`src/pfc_pkg.sv`:
```
// Package for the pixel format converter: format codes, register indexes,
// and the channel widening and narrowing functions.
// Used by pixel_format_converter and its checker; no dependencies.
package pfc_pkg;

   // pixel format codes, shared by the source and destination registers
   typedef enum logic [2:0] {
      FMT_RGB888   = 3'd0,
      FMT_RGB565   = 3'd1,
      FMT_XRGB1555 = 3'd2,
      FMT_ARGB1555 = 3'd3,
      FMT_ARGB4444 = 3'd4,
      FMT_ARGB8888 = 3'd5,
      FMT_XRGB8888 = 3'd6,
      FMT_RGBA     = 3'd7
   } fmt_type;

   // register indexes on the csr port
   localparam int CsrIndexWidth = 2;
   localparam logic [CsrIndexWidth-1:0] REG_SOURCE_FORMAT = 2'd0;
   localparam logic [CsrIndexWidth-1:0] REG_DEST_FORMAT   = 2'd1;
   localparam logic [CsrIndexWidth-1:0] REG_COLOR_KEY     = 2'd2;

   localparam int CsrDataWidth = 32;
   localparam fmt_type FormatReset = FMT_ARGB8888;

   // byte counts reported with each word
   localparam logic [2:0] BYTES_16 = 3'd2;
   localparam logic [2:0] BYTES_24 = 3'd3;
   localparam logic [2:0] BYTES_32 = 3'd4;

   // reciprocal constants: floor(x/31) for x <= 217 is (x*265) >> 13,
   // floor(x/255) for x < 65536 is (x*32897) >> 23, folded with the 31 or 63
   localparam logic [8:0]  Recip31     = 9'd265;
   localparam logic [19:0] Narrow5Mul  = 20'd1019807;  // 31 * 32897
   localparam logic [20:0] Narrow6Mul  = 21'd2072511;  // 63 * 32897

   typedef struct packed {
      logic [7:0] r;
      logic [7:0] g;
      logic [7:0] b;
      logic [7:0] a;
   } rgba_type;

   // v*255/31 = 8v + floor(7v/31)
   function automatic logic [7:0] widen5(input logic [4:0] v);
      logic [7:0]  v7;
      logic [15:0] prod;
      v7   = {v, 3'b000} - {3'b000, v};
      prod = 16'(v7) * 16'(Recip31);
      return {v, 3'b000} + {5'b00000, prod[15:13]};
   endfunction

   // v*255/63 = 4v + floor(v/21)
   function automatic logic [7:0] widen6(input logic [5:0] v);
      logic [1:0] q;
      q = 2'(v >= 6'd21) + 2'(v >= 6'd42) + 2'(v >= 6'd63);
      return {v, 2'b00} + {6'b000000, q};
   endfunction

   // floor(c*31/255)
   function automatic logic [4:0] narrow5(input logic [7:0] c);
      logic [27:0] prod;
      prod = 28'(c) * 28'(Narrow5Mul);
      return prod[27:23];
   endfunction

   // floor(c*63/255)
   function automatic logic [5:0] narrow6(input logic [7:0] c);
      logic [28:0] prod;
      prod = 29'(c) * 29'(Narrow6Mul);
      return prod[28:23];
   endfunction

endpackage

```
`src/pixel_format_converter.sv`:
```
// Path from req accept to rsp_valid: input register, then result register.
// Throughput: one word per cycle; the input register can still take a word while
// the result register waits on rsp_stall, so req_stall only rises when both hold one.
// Reset (synchronous, active high): both stages empty, source_format and
// dest_format return to argb8888, color_key to zero (keying off).
// Top level of the pixel format converter; uses pfc_pkg.
module pixel_format_converter (
   input  logic        clock,
   input  logic        reset,
   // input channel
   input  logic        req_valid,
   output logic        req_stall,
   input  logic [31:0] req_source_pixel,
   // result channel
   output logic        rsp_valid,
   input  logic        rsp_stall,
   output logic [31:0] rsp_dest_pixel,
   output logic [2:0]  rsp_dest_bytes,
   // configuration
   input  logic                                csr_wr_en,
   input  logic [pfc_pkg::CsrIndexWidth-1:0]   csr_index,
   input  logic [pfc_pkg::CsrDataWidth-1:0]    csr_wr_data
);

   pfc_pkg::fmt_type  src_fmt_ff, dst_fmt_ff;
   logic [31:0]       color_key_ff;

   logic              in_valid_ff;
   logic [31:0]       in_pixel_ff;
   logic              out_valid_ff;
   logic [31:0]       out_pixel_ff, out_pixel_in;
   logic [2:0]        out_bytes_ff, out_bytes_in;

   logic              out_load;
   logic              in_load;
   pfc_pkg::rgba_type dec;
   logic [15:0]       half;
   logic              key_hit;
   logic [7:0]        alpha;

   // configuration registers
   always_ff @(posedge clock) begin
      if (reset) begin
         src_fmt_ff   <= pfc_pkg::FormatReset;
         dst_fmt_ff   <= pfc_pkg::FormatReset;
         color_key_ff <= '0;
      end else if (csr_wr_en) begin
         case (csr_index)
            pfc_pkg::REG_SOURCE_FORMAT: src_fmt_ff <= pfc_pkg::fmt_type'(csr_wr_data[2:0]);
            pfc_pkg::REG_DEST_FORMAT:   dst_fmt_ff <= pfc_pkg::fmt_type'(csr_wr_data[2:0]);
            pfc_pkg::REG_COLOR_KEY:     color_key_ff <= csr_wr_data;
            default: ;
         endcase
      end
   end

   // pipeline flow: result register loads when empty or drained
   assign out_load  = in_valid_ff && (!out_valid_ff || !rsp_stall);
   assign in_load   = req_valid && !req_stall;
   assign req_stall = in_valid_ff && out_valid_ff && rsp_stall;

   always_ff @(posedge clock) begin
      if (reset) begin
         in_valid_ff  <= 1'b0;
         out_valid_ff <= 1'b0;
      end else begin
         if (in_load)
            in_valid_ff <= 1'b1;
         else if (out_load)
            in_valid_ff <= 1'b0;
         if (out_load)
            out_valid_ff <= 1'b1;
         else if (!rsp_stall)
            out_valid_ff <= 1'b0;
      end
   end

   always_ff @(posedge clock) begin
      if (in_load)
         in_pixel_ff <= req_source_pixel;
      if (out_load) begin
         out_pixel_ff <= out_pixel_in;
         out_bytes_ff <= out_bytes_in;
      end
   end

   // decode to 8-bit channels
   assign half = in_pixel_ff[15:0];
   always_comb begin
      dec.r = in_pixel_ff[23:16];
      dec.g = in_pixel_ff[15:8];
      dec.b = in_pixel_ff[7:0];
      dec.a = in_pixel_ff[31:24];
      case (src_fmt_ff)
         pfc_pkg::FMT_RGB888, pfc_pkg::FMT_XRGB8888: begin
            dec.a = 8'hff;
         end
         pfc_pkg::FMT_RGB565: begin
            dec.r = pfc_pkg::widen5(half[15:11]);
            dec.g = pfc_pkg::widen6(half[10:5]);
            dec.b = pfc_pkg::widen5(half[4:0]);
            dec.a = 8'hff;
         end
         pfc_pkg::FMT_XRGB1555, pfc_pkg::FMT_ARGB1555: begin
            dec.r = pfc_pkg::widen5(half[14:10]);
            dec.g = pfc_pkg::widen5(half[9:5]);
            dec.b = pfc_pkg::widen5(half[4:0]);
            dec.a = (src_fmt_ff == pfc_pkg::FMT_ARGB1555 && !half[15]) ? 8'h00 : 8'hff;
         end
         pfc_pkg::FMT_ARGB4444: begin
            dec.r = {half[11:8], half[11:8]};
            dec.g = {half[7:4], half[7:4]};
            dec.b = {half[3:0], half[3:0]};
            dec.a = {half[15:12], half[15:12]};
         end
         pfc_pkg::FMT_RGBA: begin
            dec.r = in_pixel_ff[7:0];
            dec.b = in_pixel_ff[23:16];
         end
         default: ;
      endcase
   end

   // color key: a nonzero key whose RGB matches clears alpha
   assign key_hit = (color_key_ff != 32'd0) && (color_key_ff[23:0] == {dec.r, dec.g, dec.b});
   assign alpha   = key_hit ? 8'h00 : dec.a;

   // encode to the destination format
   always_comb begin
      out_pixel_in = {alpha, dec.r, dec.g, dec.b};
      out_bytes_in = pfc_pkg::BYTES_32;
      case (dst_fmt_ff)
         pfc_pkg::FMT_RGB888: begin
            out_pixel_in = {8'h00, dec.r, dec.g, dec.b};
            out_bytes_in = pfc_pkg::BYTES_24;
         end
         pfc_pkg::FMT_RGB565: begin
            out_pixel_in = {16'h0000, pfc_pkg::narrow5(dec.r), pfc_pkg::narrow6(dec.g),
                            pfc_pkg::narrow5(dec.b)};
            out_bytes_in = pfc_pkg::BYTES_16;
         end
         pfc_pkg::FMT_XRGB1555, pfc_pkg::FMT_ARGB1555: begin
            out_pixel_in = {16'h0000,
                            (dst_fmt_ff == pfc_pkg::FMT_XRGB1555) || alpha[7],
                            pfc_pkg::narrow5(dec.r), pfc_pkg::narrow5(dec.g),
                            pfc_pkg::narrow5(dec.b)};
            out_bytes_in = pfc_pkg::BYTES_16;
         end
         pfc_pkg::FMT_ARGB4444: begin
            out_pixel_in = {16'h0000, alpha[7:4], dec.r[7:4], dec.g[7:4], dec.b[7:4]};
            out_bytes_in = pfc_pkg::BYTES_16;
         end
         pfc_pkg::FMT_XRGB8888: begin
            out_pixel_in = {8'hff, dec.r, dec.g, dec.b};
         end
         default: ;
      endcase
   end

   assign rsp_valid      = out_valid_ff;
   assign rsp_dest_pixel = out_pixel_ff;
   assign rsp_dest_bytes = out_bytes_ff;

endmodule

```
`config.mk`:
```
export PLATFORM = sky130hd
export DESIGN_NAME = pixel_format_converter
export DESIGN_NICKNAME = d
export VERILOG_FILES = /design/src/pfc_pkg.sv /design/src/pixel_format_converter.sv
export SDC_FILE = /design/constraint.sdc
export NUM_CORES = 1
export LEC_CHECK = 0
export ABC_AREA = 1
export BUFFER_PORTS_ARGS = -buffer_cell sky130_fd_sc_hd__buf_2
export CAP_MARGIN = 20
export CORE_MARGIN = 5
export CORE_UTILIZATION = 56
export DETAILED_ROUTE_END_ITERATION = 8
export PLACE_DENSITY = 0.77
export SETUP_SLACK_MARGIN = 0.15
export SLEW_MARGIN = 25
export SYNTH_ARGS = -nofsm -noshare
export SYNTH_HDL_FRONTEND = slang
export SYNTH_SLANG_ARGS = --single-unit
export TNS_END_PERCENT = 1
```
`constraint.sdc`:
```
create_clock -name clock -period 10.7 [get_ports clock]
set_input_delay 1.605 -clock clock [delete_from_list [all_inputs] [get_ports clock]]
set_output_delay 1.605 -clock clock [all_outputs]
set_load 0.005 [all_outputs]
```
======== Word level (Yosys, flattened, before mapping) ========
Index checks and enable logic that the tools add are counted.
operators by class
  add/subtract/negate cells ............... 11
  mux-type cells .......................... 12
  reductions and logical operators ........ 25
  eq/ne operators ......................... 15
  $mul .................................... 8
  order comparisons ....................... 3
operators by type and width
  cell                     count
  $pmux W32 S5             1
  $mul A8 B20 Y28 const B  3
  $pmux W8 S3              3
  $mul A8 B9 Y16 const B   4
  $add A8 B3 Y8            4
  $pmux W8 S4              1
  $reduce_bool A32 Y1      1
  $sub A8 B5 Y8            4
  $mul A8 B21 Y29 const B  1
  $eq A24 B24 Y1           1
  $mux W8                  2
  $eq A3 B3 Y1 const B     5
  $eq A3 B2 Y1 const B     4
  $ge A6 B6 Y1 const B     2
  $add A8 B2 Y8            1
  $eq A3 B1 Y1 const B     2
  $ge A6 B5 Y1 const B     1
  $logic_and A1 B1 Y1      6
  $logic_not A3 Y1         2
  $pmux W3 S2              1
  $reduce_and A2 Y1        3
  $reduce_or A3 Y1         2
  $logic_not A1 Y1         4
  $mux W1                  4
  other kinds (10)         12
word-level totals
  flip-flop bits (word level) ............. 107
  word-level logic and storage cells ...... 82
  input port bits ......................... 71
  output and inout bits ................... 37

======== Longest topological paths before layout ========
Gate-level depths: netlist of the first run.
  word-level depth ........................ 10
  gate-level depth with buffers ........... 52
  mapped depth without buffers ............ 50

======== Least setup slack after synthesis of the first run ========
Ideal clock, no wire load.
  path type ............................... reg2reg
  start ................................... reg in_pixel_ff[13]
  end ..................................... reg out_pixel_ff[15], in the netlist rsp_dest_pixel[15], data pin
  slack ................................... 3.168 ns
  required time ........................... 10.441 ns
  path buffers ............................ 2
  clock period less this slack ............ 7.532 ns
  stages on the path, launching flop included .. 49
  arrival ................................. 7.273 ns
  setup time .............................. 0.259 ns
  cells stage by stage .................... edfxtp_1 buf_6 inv_1 buf_6 ha_1 nand2_1 inv_1 nand2_1 nand2_1 a21oi_1 ha_1 inv_1 fa_1 inv_1 ha_1 ha_1 nand2_1 inv_1 [... 13 more ...] inv_1 fa_1 inv_1 ha_1 nand2_1 nor2_1 inv_1 nor3_1 nand3_1 nand3_1 a21oi_1 or2_2 nand3_1 o21ai_0 inv_1 nand2_1 inv_1 nand3_1
on the way
  word-level cells in the longest chain between the ends .. 9
  elaborated cells on any way between the ends .. 14
  classes of those cells .................. add/sub (4); mul (3); eq/ne (1); mux (4); reduce/logical (2)
RTL lines
  element                                                                  line                           text
  start: declaration                                                       pixel_format_converter.sv:29   logic [31:0] in_pixel_ff;
  start signal: assignment                                                 pixel_format_converter.sv:80   in_pixel_ff <= req_source_pixel;
  parallel branches: the longest is 8 deep, another holds $mul A8 B20 Y28  --
  $pmux W32 S5 (*)                                                         pixel_format_converter.sv:132  case (dst_fmt_ff)
  net out_pixel_in[15]                                                     pixel_format_converter.sv:31   logic [31:0] out_pixel_ff, out_pixel_in;
  end signal: assignment                                                   pixel_format_converter.sv:82   out_pixel_ff <= out_pixel_in;
  end: declaration                                                         pixel_format_converter.sv:31
Mark *: on every way through the listed nets, which the timed path passes.
A chain may end at the register's enable or synchronous reset.

======== Worst setup path after layout of the first run ========
  start ................................... reg in_pixel_ff[14]
  end ..................................... reg out_pixel_ff[15], in the netlist rsp_dest_pixel[15], data pin
Same word-level chain as after synthesis.

==> results.env, run 1 <==
CRITICAL_PATH.STARTPOINT_TYPE='flop'
TIGHTEST_SLEW_PS=957.4
CHIPWIDTH_UM=184.5
CRITPATHSLOWESTCELL='sky130_fd_sc_hd__fa_1'
GRT_ANTENNA_BEFORE_REPAIR=0
FIN_WS_PS=2105
CRIT_TYPE='flop to flop'
CLOCK_TREE.BUFFER_DEPTH=2
R2R-START='in_pixel_ff[14]'
LAYOUT_COMMON_CELLS='sky130_fd_sc_hd__inv_1 (405), sky130_fd_sc_hd__nand2_1 (370), sky130_fd_sc_hd__ha_1 (292)'
FP.COREAREA_MM2=0.02987
FLOW.AREA_GROWTH_FROM_SYNTHESIS_PCT=7.352
IO_BUFFERS=107
WORSTHOLDENDPOINT='color_key_ff[2]'
REPORT.FINAL.SETUP_VIOL=0
WORST_SKEW_PAIR.LATE_LATENCY_PS=370
BOUNDARYPINS=108
POSTSYNTHAREAPERCELL_UM2=7.852
ANTENNA-DIODE-COUNT=0
GLOBAL_ROUTE.OVERFLOW_TOTAL=0
WL_PER_CELL_UM=17.77
GRT_START_MAX_NET_PINS=39
NUMBER_OF_DISTINCT_LIBRARY_CELLS_AFTER_SYNTHESIS=53
FIRST_GLOBAL_VIAS=15500
NUMCLOCKSINKS=107
CELL_OCCURRING_MOST_OFTEN_ALONG_THE_WORST_TIMING_PATH='sky130_fd_sc_hd__nand2_1'
RUN_STATUS='finished, final reports clean'
MAX_CAP_VIOLS=0
SETUP.WORST_PATH.END_CLASS='flop'
MAPPEDNETLISTAREA_MM2=0.01705
CRITICAL-PATH-TOP-DELAY-FAMILY='adder cells'
POSTCTSSETUPREPAIRBUFS=0
WORST_R2R_ENDPOINT='rsp_dest_pixel[15]'
CTS.REPORTEDPATHS.CLKPINSLEW_PS=90
YS_DOMINANT_REG_CELL='sky130_fd_sc_hd__edfxtp_1'
COUNT_OF_TRITONROUTE_ITERATIONS_IN_THE_FIRST_ROUTING_PASS=5
MAX_CLOCK_FREQ_MHz=116.3
GRT_PASS1_WL_MM=77.40
VIAS=15260
SLEW_HEADROOM=0.3610
YOSYS_REGISTER_BITS=107
HOLD_CLASS='flop to flop'
NUMCTSBUFFERS=9
DRC_VIOLATION_COUNT_AFTER_ROUTING=0
CTS-HTREE-LEVELS=3
FINAL.PERIOD_UTILIZATION=0.8033
CTS.REPAIR.RESIZED=0
DRT_ITER0_DRC=1375
DRIVE_GT1_FRAC=0.07560
TIMING.SETUP.TNS_PS=0
MIN_FROM='color_key_ff[2]'
ANT_NETS=0
SLOWEST_DELAY_PS=700
RRSETUPSLACK_PS=2110
SYNTH_CELLS=2172
CTS_HOLD_BUFFERS=0
FINALHOLDVIOLATIONS=0
SYNTH_NETS=2691
FINAL_MAX_SLEW_VIOL_COUNT=0
CLOCKROOTBUFFER='sky130_fd_sc_hd__clkbuf_16'
ASYNCSETRESETFLOPFRACSYNTH=0
DETAILED_ROUTE_WL_MM=47.35
PLACEMENT_ROWS=63
TRITONCTS='done'
WORST_HOLD_PATH.NUM_CELLS=2
START_UTIL=0.5708
FINAL.MIN_CLOCK_PERIOD_PS=8595
MOSTFREQUENTLAYOUTCELL='sky130_fd_sc_hd__inv_1'
HPWLAFTERDP_MM=40.49
CLOCK-SKEW-FINAL_PS=15.24
NNETSFINAL=2789
FLOORPLAN.DIE_AREA_MM2=0.03404
CRIT_FANOUT=9
DIEHEIGHT_UM=184.5
REG2REG_DEPTH=45
CP.ARRIVAL_PS=8720
WORST-PATH-BUF-INV=9
SYNTH-EDFF-COUNT=67
LAYOUT.FILLER_CELLS=2687
RSZ0062_AT_GRT='no'
FINALWEIGHTEDCONGESTION=0.9979
YS_WARN_COUNT=0
SYNTH_SEQUENTIAL_AREA_RATIO=0.1649
POST_DRT_VIA_CELL_RATIO=5.725
REQUIRED_PS=10830
GR-USAGE-ALL-LAYERS=0.2837
PRE_CTS_WS_PS=2168
==> metal layers <==
| layer | wire length, µm | GRT usage | vias to the layer above |
|---|---|---|---|
| li1 | - | - | 7348 |
| met1 | 20220 | 0.3840 | 7174 |
| met2 | 21750 | 0.4654 | 622 |
| met3 | 3530 | 0.03987 | 113 |
| met4 | 1850 | 0.1047 | 0 |
| met5 | 0 | 0 | - |
==> how the worst max path moves through the flow <==
| stage | from | endpoint | slack, ps | cells after the start |
|---|---|---|---|---|
| 3_5_place_dp | in_pixel_ff[14] | rsp_dest_pixel[15] | 2170 | 47 |
| 3_3_place_gp | in_pixel_ff[14] | rsp_dest_pixel[15] | 2380 | 42 |
| 5_1_grt | in_pixel_ff[14] | rsp_dest_pixel[15] | 1350 | 47 |
| 4_1_cts | in_pixel_ff[14] | rsp_dest_pixel[15] | 2150 | 47 |
| 6_report | in_pixel_ff[14] | rsp_dest_pixel[15] | 2110 | 45 |
| 2_1_floorplan | in_pixel_ff[13] | rsp_dest_pixel[15] | 3170 | 48 |
==> tightest hold or removal path, cell delays in order (launching register included) <==
cell	delay (ps)
sky130_fd_sc_hd__dfxtp_1	340
sky130_fd_sc_hd__inv_1	70
sky130_fd_sc_hd__a21oi_1	50
==> synthesized netlist by cell type, types with 14 or more instances <==
cell type | n | share of area
sky130_fd_sc_hd__nand2_1 | 370 | 0.081
sky130_fd_sc_hd__nand3_1 | 113 | 0.033
sky130_fd_sc_hd__fa_1 | 156 | 0.18
sky130_fd_sc_hd__xor2_1 | 19 | 0.0098
sky130_fd_sc_hd__edfxtp_1 | 67 | 0.12
sky130_fd_sc_hd__nor4_1 | 16 | 0.0059
sky130_fd_sc_hd__inv_1 | 405 | 0.089
sky130_fd_sc_hd__nand4_1 | 23 | 0.0084
sky130_fd_sc_hd__nor2_1 | 193 | 0.042
sky130_fd_sc_hd__dfxtp_1 | 40 | 0.047
sky130_fd_sc_hd__xnor2_1 | 20 | 0.010
sky130_fd_sc_hd__o211ai_1 | 14 | 0.0062
sky130_fd_sc_hd__o2111ai_1 | 16 | 0.0082
sky130_fd_sc_hd__a21oi_1 | 133 | 0.039
sky130_fd_sc_hd__nor3_1 | 23 | 0.0067
sky130_fd_sc_hd__o21ai_0 | 110 | 0.032
sky130_fd_sc_hd__ha_1 | 292 | 0.21
sky130_fd_sc_hd__a21o_1 | 15 | 0.0066
==> state kept, by name (all words and copies together), names as in the netlist <==
signal and flops:
in_valid_ff 1, src_fmt_ff 3, dst_fmt_ff 3, color_key_ff 32, rsp_valid 1, rsp_dest_bytes 3, rsp_dest_pixel 32, in_pixel_ff 32
==> cell families (layout without fill, tap and decap cells) <==
group / after synthesis / in the layout / share of synthesized area
AO/OA/AOI/OAI: 354 / 354 / 0.1205
XOR/XNOR: 39 / 39 / 0.02003
adder cells (fa/ha/maj): 448 / 448 / 0.3974
buffers and inverters: 446 / 549 / 0.1011
flip-flops: 107 / 107 / 0.1649
AND/OR/NAND/NOR: 778 / 778 / 0.1961
==> per-stage QoR <==
stage | cells | util | hold slack [ps] | instance area (µm²)
floorplan | 2172 | - | 450.0 | 17050
global placement | 2648 | 0.6018 | 484.1 | 17980
detailed placement | 2648 | 0.6018 | 488.4 | 17980
CTS | 2664 | 0.6123 | 500.4 | 18290
global route | 2665 | 0.6128 | 531.6 | 18310
finish | 2665 | 0.6128 | 506.5 | 18310
==> final cells by class <==
| type | count | area, µm² | share of cell area |
|---|---|---|---|
| clock buffer | 9 | 225.2 | 0.01230 |
| inverter | 422 | 1587 | 0.08666 |
| timing repair buffer | 111 | 573.1 | 0.03130 |
| multi-input combinational | 1619 | 12530 | 0.6846 |
| clock inverter | 7 | 88.84 | 0.004852 |
| tap | 390 | 488.0 | 0.02665 |
| sequential | 107 | 2813 | 0.1536 |
Power of run 1 is not shown: default switching activity piles up to over one toggle a cycle in this logic, so the estimate is an artifact.
==> inputs of run 2 (changes only) <==
==> constraint.sdc (replaced) <==
create_clock -name clock -period 9 [get_ports clock]
set_input_delay 1.35 -clock clock [delete_from_list [all_inputs] [get_ports clock]]
set_output_delay 1.35 -clock clock [all_outputs]
set_load 0.005 [all_outputs]
==> results.env, run 2 (synthesized netlist as in run 1, its figures left out) <==
TRITONCTS='done'
FINAL.MIN_CLOCK_PERIOD_PS=8357
DRIVE_GT1_FRAC=0.08570
ANT_NETS=0
REPORT.FINAL.SETUP_VIOL=0
FP.COREAREA_MM2=0.02987
CRITICAL-PATH-TOP-DELAY-FAMILY='adder cells'
DRC_VIOLATION_COUNT_AFTER_ROUTING=0
TIMING.SETUP.TNS_PS=0
WORST-PATH-BUF-INV=10
FIRST_GLOBAL_VIAS=15410
CRITPATHSLOWESTCELL='sky130_fd_sc_hd__fa_2'
REQUIRED_PS=9120
WORST_HOLD_PATH.NUM_CELLS=2
GRT_ANTENNA_BEFORE_REPAIR=0
DETAILED_ROUTE_WL_MM=47.49
GRT_PASS1_WL_MM=77.37
CRIT_TYPE='flop to flop'
WORSTHOLDENDPOINT='color_key_ff[1]'
CRITICAL_PATH.STARTPOINT_TYPE='flop'
VIAS=15280
NUMCTSBUFFERS=9
HOLD_CLASS='flop to flop'
MOSTFREQUENTLAYOUTCELL='sky130_fd_sc_hd__inv_1'
CTS-HTREE-LEVELS=3
SETUP.WORST_PATH.END_CLASS='flop'
BOUNDARYPINS=108
DRT_ITER0_DRC=1276
MAX_CLOCK_FREQ_MHz=119.7
NNETSFINAL=2801
GRT_START_MAX_NET_PINS=39
SLEW_HEADROOM=0.3271
MIN_FROM='color_key_ff[1]'
WL_PER_CELL_UM=17.74
NUMCLOCKSINKS=107
GLOBAL_ROUTE.OVERFLOW_TOTAL=0
FINALHOLDVIOLATIONS=0
CLOCK-SKEW-FINAL_PS=15.62
FLOW.AREA_GROWTH_FROM_SYNTHESIS_PCT=8.115
POST_DRT_VIA_CELL_RATIO=5.707
WORST_R2R_ENDPOINT='rsp_dest_pixel[15]'
RUN_STATUS='finished, final reports clean'
MAX_CAP_VIOLS=0
FLOORPLAN.DIE_AREA_MM2=0.03404
RRSETUPSLACK_PS=640
WORST_SKEW_PAIR.LATE_LATENCY_PS=370
IO_BUFFERS=107
ANTENNA-DIODE-COUNT=0
R2R-START='in_pixel_ff[12]'
LAYOUT_COMMON_CELLS='sky130_fd_sc_hd__inv_1 (401), sky130_fd_sc_hd__nand2_1 (370), sky130_fd_sc_hd__ha_1 (291)'
FINAL_MAX_SLEW_VIOL_COUNT=0
CLOCKROOTBUFFER='sky130_fd_sc_hd__clkbuf_16'
CRIT_FANOUT=5
HPWLAFTERDP_MM=40.37
PLACEMENT_ROWS=63
DIEHEIGHT_UM=184.5
SLOWEST_DELAY_PS=670
CHIPWIDTH_UM=184.5
START_UTIL=0.5708
CELL_OCCURRING_MOST_OFTEN_ALONG_THE_WORST_TIMING_PATH='sky130_fd_sc_hd__nand2_1'
CTS_HOLD_BUFFERS=0
TIGHTEST_SLEW_PS=1003
CTS.REPORTEDPATHS.CLKPINSLEW_PS=80
REG2REG_DEPTH=46
FINAL.PERIOD_UTILIZATION=0.9286
COUNT_OF_TRITONROUTE_ITERATIONS_IN_THE_FIRST_ROUTING_PASS=8
CP.ARRIVAL_PS=8470
GR-USAGE-ALL-LAYERS=0.2837
CLOCK_TREE.BUFFER_DEPTH=2
FINALWEIGHTEDCONGESTION=0.9916
RSZ0062_AT_GRT='yes'
[run 2: changes by cell type in the layout (fill, tap and decap cells not counted), sizes merged]
| cell | delta |
|---|---|
| buf | +12 |
| clkinv | -1 |
| clkinvlp | +1 |
[run 2: worst register-to-register path, delay by kind of cell, from the launching register on]
family                   cells  cell delay [ps]
AND/OR/NAND/NOR             24             2570
buffers and inverters       10              830
AO/OA/AOI/OAI                2              190
flip-flops                   1              510
adder cells (fa/ha/maj)     10             3990
[run 2: what timing repair did]
action,in CTS,in global routing
resized for setup,0,14
setup endpoints to repair,0,13
setup buffers,0,13
[run 2: worst max-delay path by stage]
stage                    start                 end  depth (start not counted)
2_1_floorplan  in_pixel_ff[13]  rsp_dest_pixel[15]                         48
3_3_place_gp   in_pixel_ff[14]  rsp_dest_pixel[15]                         42
3_5_place_dp   in_pixel_ff[13]  rsp_dest_pixel[15]                         46
4_1_cts        in_pixel_ff[14]  rsp_dest_pixel[15]                         47
5_1_grt         in_pixel_ff[9]   rsp_dest_pixel[9]                         45
6_report       in_pixel_ff[12]  rsp_dest_pixel[15]                         46
[run 2: per-layer routing]
layer	wire [µm]	track usage	vias up
met3	3716	0.04598	76
met5	0	0	-
met1	20220	0.3793	7170
met2	22210	0.4785	650
met4	1343	0.08075	0
li1	-	-	7381
[run 2: layout make-up]
cell class	instances	area (µm²)
multi-input combinational	1619	12580
fill	2646	11440
sequential	107	2813
inverter	422	1590
timing repair buffer	123	655.6
tap	390	488.0
clock buffer	9	225.2
clock inverter	7	88.84
[run 2: through the flow]
stage	instance area (µm²)	hold slack [ps]	cells	util	worst slack (ps)
after global placement	17980	483.6	2648	0.6018	674.8
after global routing	18440	529.5	2677	0.6172	81.76
final	18440	506.3	2677	0.6172	642.8
after floorplan	17050	450.0	2172	-	1468
after detailed placement	17980	486.0	2648	0.6018	500.2
after CTS	18290	498.0	2664	0.6123	461.3
Power of run 2 is left out for the same reason.
==> inputs of run 3 (changes only) <==
--- a/config.mk
+++ b/config.mk
@@ -8,10 +8,13 @@
 export ABC_AREA = 1
 export BUFFER_PORTS_ARGS = -buffer_cell sky130_fd_sc_hd__buf_2
 export CAP_MARGIN = 20
+export CELL_PAD_IN_SITES_DETAIL_PLACEMENT = 0
+export CELL_PAD_IN_SITES_GLOBAL_PLACEMENT = 1
 export CORE_MARGIN = 5
-export CORE_UTILIZATION = 56
+export CORE_UTILIZATION = 48
+export CTS_BUF_LIST = sky130_fd_sc_hd__clkbuf_8
 export DETAILED_ROUTE_END_ITERATION = 8
-export PLACE_DENSITY = 0.77
+export PLACE_DENSITY = 0.86
 export SETUP_SLACK_MARGIN = 0.15
 export SLEW_MARGIN = 25
 export SYNTH_ARGS = -nofsm -noshare
==> results.env, run 3 (synthesized netlist as in run 1, its figures left out) <==
CTS_HOLD_BUFFERS=0
FINAL_UTIL=0.5226
HOLD_CLASS='flop to flop'
FINALWEIGHTEDCONGESTION=0.9792
FINAL.PERIOD_UTILIZATION=0.9267
CRIT_FANOUT=7
LAYOUT_COMMON_CELLS='sky130_fd_sc_hd__inv_1 (401), sky130_fd_sc_hd__nand2_1 (370), sky130_fd_sc_hd__ha_1 (291)'
BOUNDARYPINS=108
VIAS=15280
CLOCKROOTBUFFER='sky130_fd_sc_hd__clkbuf_8'
CTS-HTREE-LEVELS=3
WL_PER_CELL_UM=18.04
CRITICAL_PATH.STARTPOINT_TYPE='flop'
PLACEMENT_ROWS=69
ANTENNA-DIODE-COUNT=0
CRITPATHSLOWESTCELL='sky130_fd_sc_hd__edfxtp_1'
GRT_ANTENNA_BEFORE_REPAIR=0
FLOORPLAN.DIE_AREA_MM2=0.03940
FIRST_GLOBAL_VIAS=15180
MAX_CAP_VIOLS=0
FIN_WS_PS=659.5
SLOWEST_DELAY_PS=520
CRIT_TYPE='flop to flop'
CHIPWIDTH_UM=198.5
REPORT.FINAL.SETUP_VIOL=0
NNETSFINAL=2812
GRT_START_MAX_NET_PINS=39
POST_DRT_VIA_CELL_RATIO=5.536
SLEW_HEADROOM=0.3706
DRT_ITER0_DRC=1086
MAX_CLOCK_FREQ_MHz=119.9
GLOBAL_ROUTE.OVERFLOW_TOTAL=0
PRE_CTS_WS_PS=525.6
CTS.REPORTEDPATHS.CLKPINSLEW_PS=120
FLOW.AREA_GROWTH_FROM_SYNTHESIS_PCT=8.203
IO_BUFFERS=107
CELL_OCCURRING_MOST_OFTEN_ALONG_THE_WORST_TIMING_PATH='sky130_fd_sc_hd__inv_1'
MIN_FROM='color_key_ff[0]'
FP.COREAREA_MM2=0.03531
CP.ARRIVAL_PS=8490
DIEHEIGHT_UM=198.5
CLOCK_TREE.BUFFER_DEPTH=2
GR-USAGE-ALL-LAYERS=0.2557
WORST_SKEW_PAIR.LATE_LATENCY_PS=410
NUMCLOCKSINKS=107
ANT_NETS=0
NUMCTSBUFFERS=9
SETUP.WORST_PATH.END_CLASS='flop'
START_UTIL=0.4830
STARTPOINT='in_pixel_ff[6]'
FINALHOLDVIOLATIONS=0
R2R-START='in_pixel_ff[6]'
RSZ0062_AT_GRT='yes'
DRIVE_GT1_FRAC=0.08921
RUN_STATUS='finished, final reports clean'
GRT_PASS1_WL_MM=80.16
FINAL_MAX_SLEW_VIOL_COUNT=0
TIGHTEST_SLEW_PS=936.8
CLOCK-SKEW-FINAL_PS=22.28
TIMING.SETUP.TNS_PS=0
DETAILED_ROUTE_WL_MM=49.78
TRITONCTS='done'
FINAL.MIN_CLOCK_PERIOD_PS=8341
MOSTFREQUENTLAYOUTCELL='sky130_fd_sc_hd__inv_1'
COUNT_OF_TRITONROUTE_ITERATIONS_IN_THE_FIRST_ROUTING_PASS=5
DRC_VIOLATION_COUNT_AFTER_ROUTING=0
REQUIRED_PS=9150
HPWLAFTERDP_MM=42.54
-- run 3: changes by cell type in the layout (fill, tap and decap cells not counted), sizes merged --
| cell | change |
|---|---|
| inv | +1 |
| buf | +11 |
| clkinv | -1 |
-- run 3: metrics by stage --
stage	hold WS (ps)	cells	cell area, µm²
2_1_floorplan	450.0	2172	17050
3_3_place_gp	480.7	2722	18090
3_5_place_dp	487.6	2722	18090
4_1_cts	502.8	2738	18270
5_1_grt	536.2	2759	18450
6_report	496.4	2759	18450
-- run 3: worst paths after layout --
check / end / slack, ps / cells past startpoint
max reg2reg: rsp_dest_pixel[9] / 660 / 40
min: color_key_ff[0] / 500 / 2
min reg2reg: color_key_ff[0] / 500 / 2
max: rsp_dest_pixel[9] / 660 / 40
-- run 3: timing repair --
action / in CTS / in global routing
buffers inserted: 0 / 21
gates resized for setup: 0 / 9
endpoints found under the setup margin: 0 / 10
endpoints found under the hold margin: 0 / 0
-- run 3: cell type report --
| cell class | instances | area (µm²) |
|---|---|---|
| clock buffers | 9 | 123.9 |
| clock inverters | 7 | 57.56 |
| fillers | 3420 | 16860 |
| inverters | 422 | 1590 |
| multi-input cells | 1619 | 12550 |
| flip-flops and latches | 107 | 2813 |
| well taps | 461 | 576.8 |
| repair buffers | 134 | 738.2 |
-- run 3: worst max-delay path, delay by kind of cell, from the launching register on --
| family | cells | cell delay (ps) |
|---|---|---|
| adder cells (fa/ha/maj) | 10 | 3660 |
| flip-flops | 1 | 520 |
| buffers and inverters | 9 | 1040 |
| AO/OA/AOI/OAI | 5 | 790 |
| AND/OR/NAND/NOR | 16 | 2040 |
-- run 3: metal layers --
layer,global-route usage,part of all wire,wire length [µm]
met1,0.3599,0.45,22610
met2,0.4072,0.44,22020
met3,0.05268,0.079,3908
met4,0.06206,0.025,1243
met5,0,0,0
Power of run 3 is left out for the same reason.
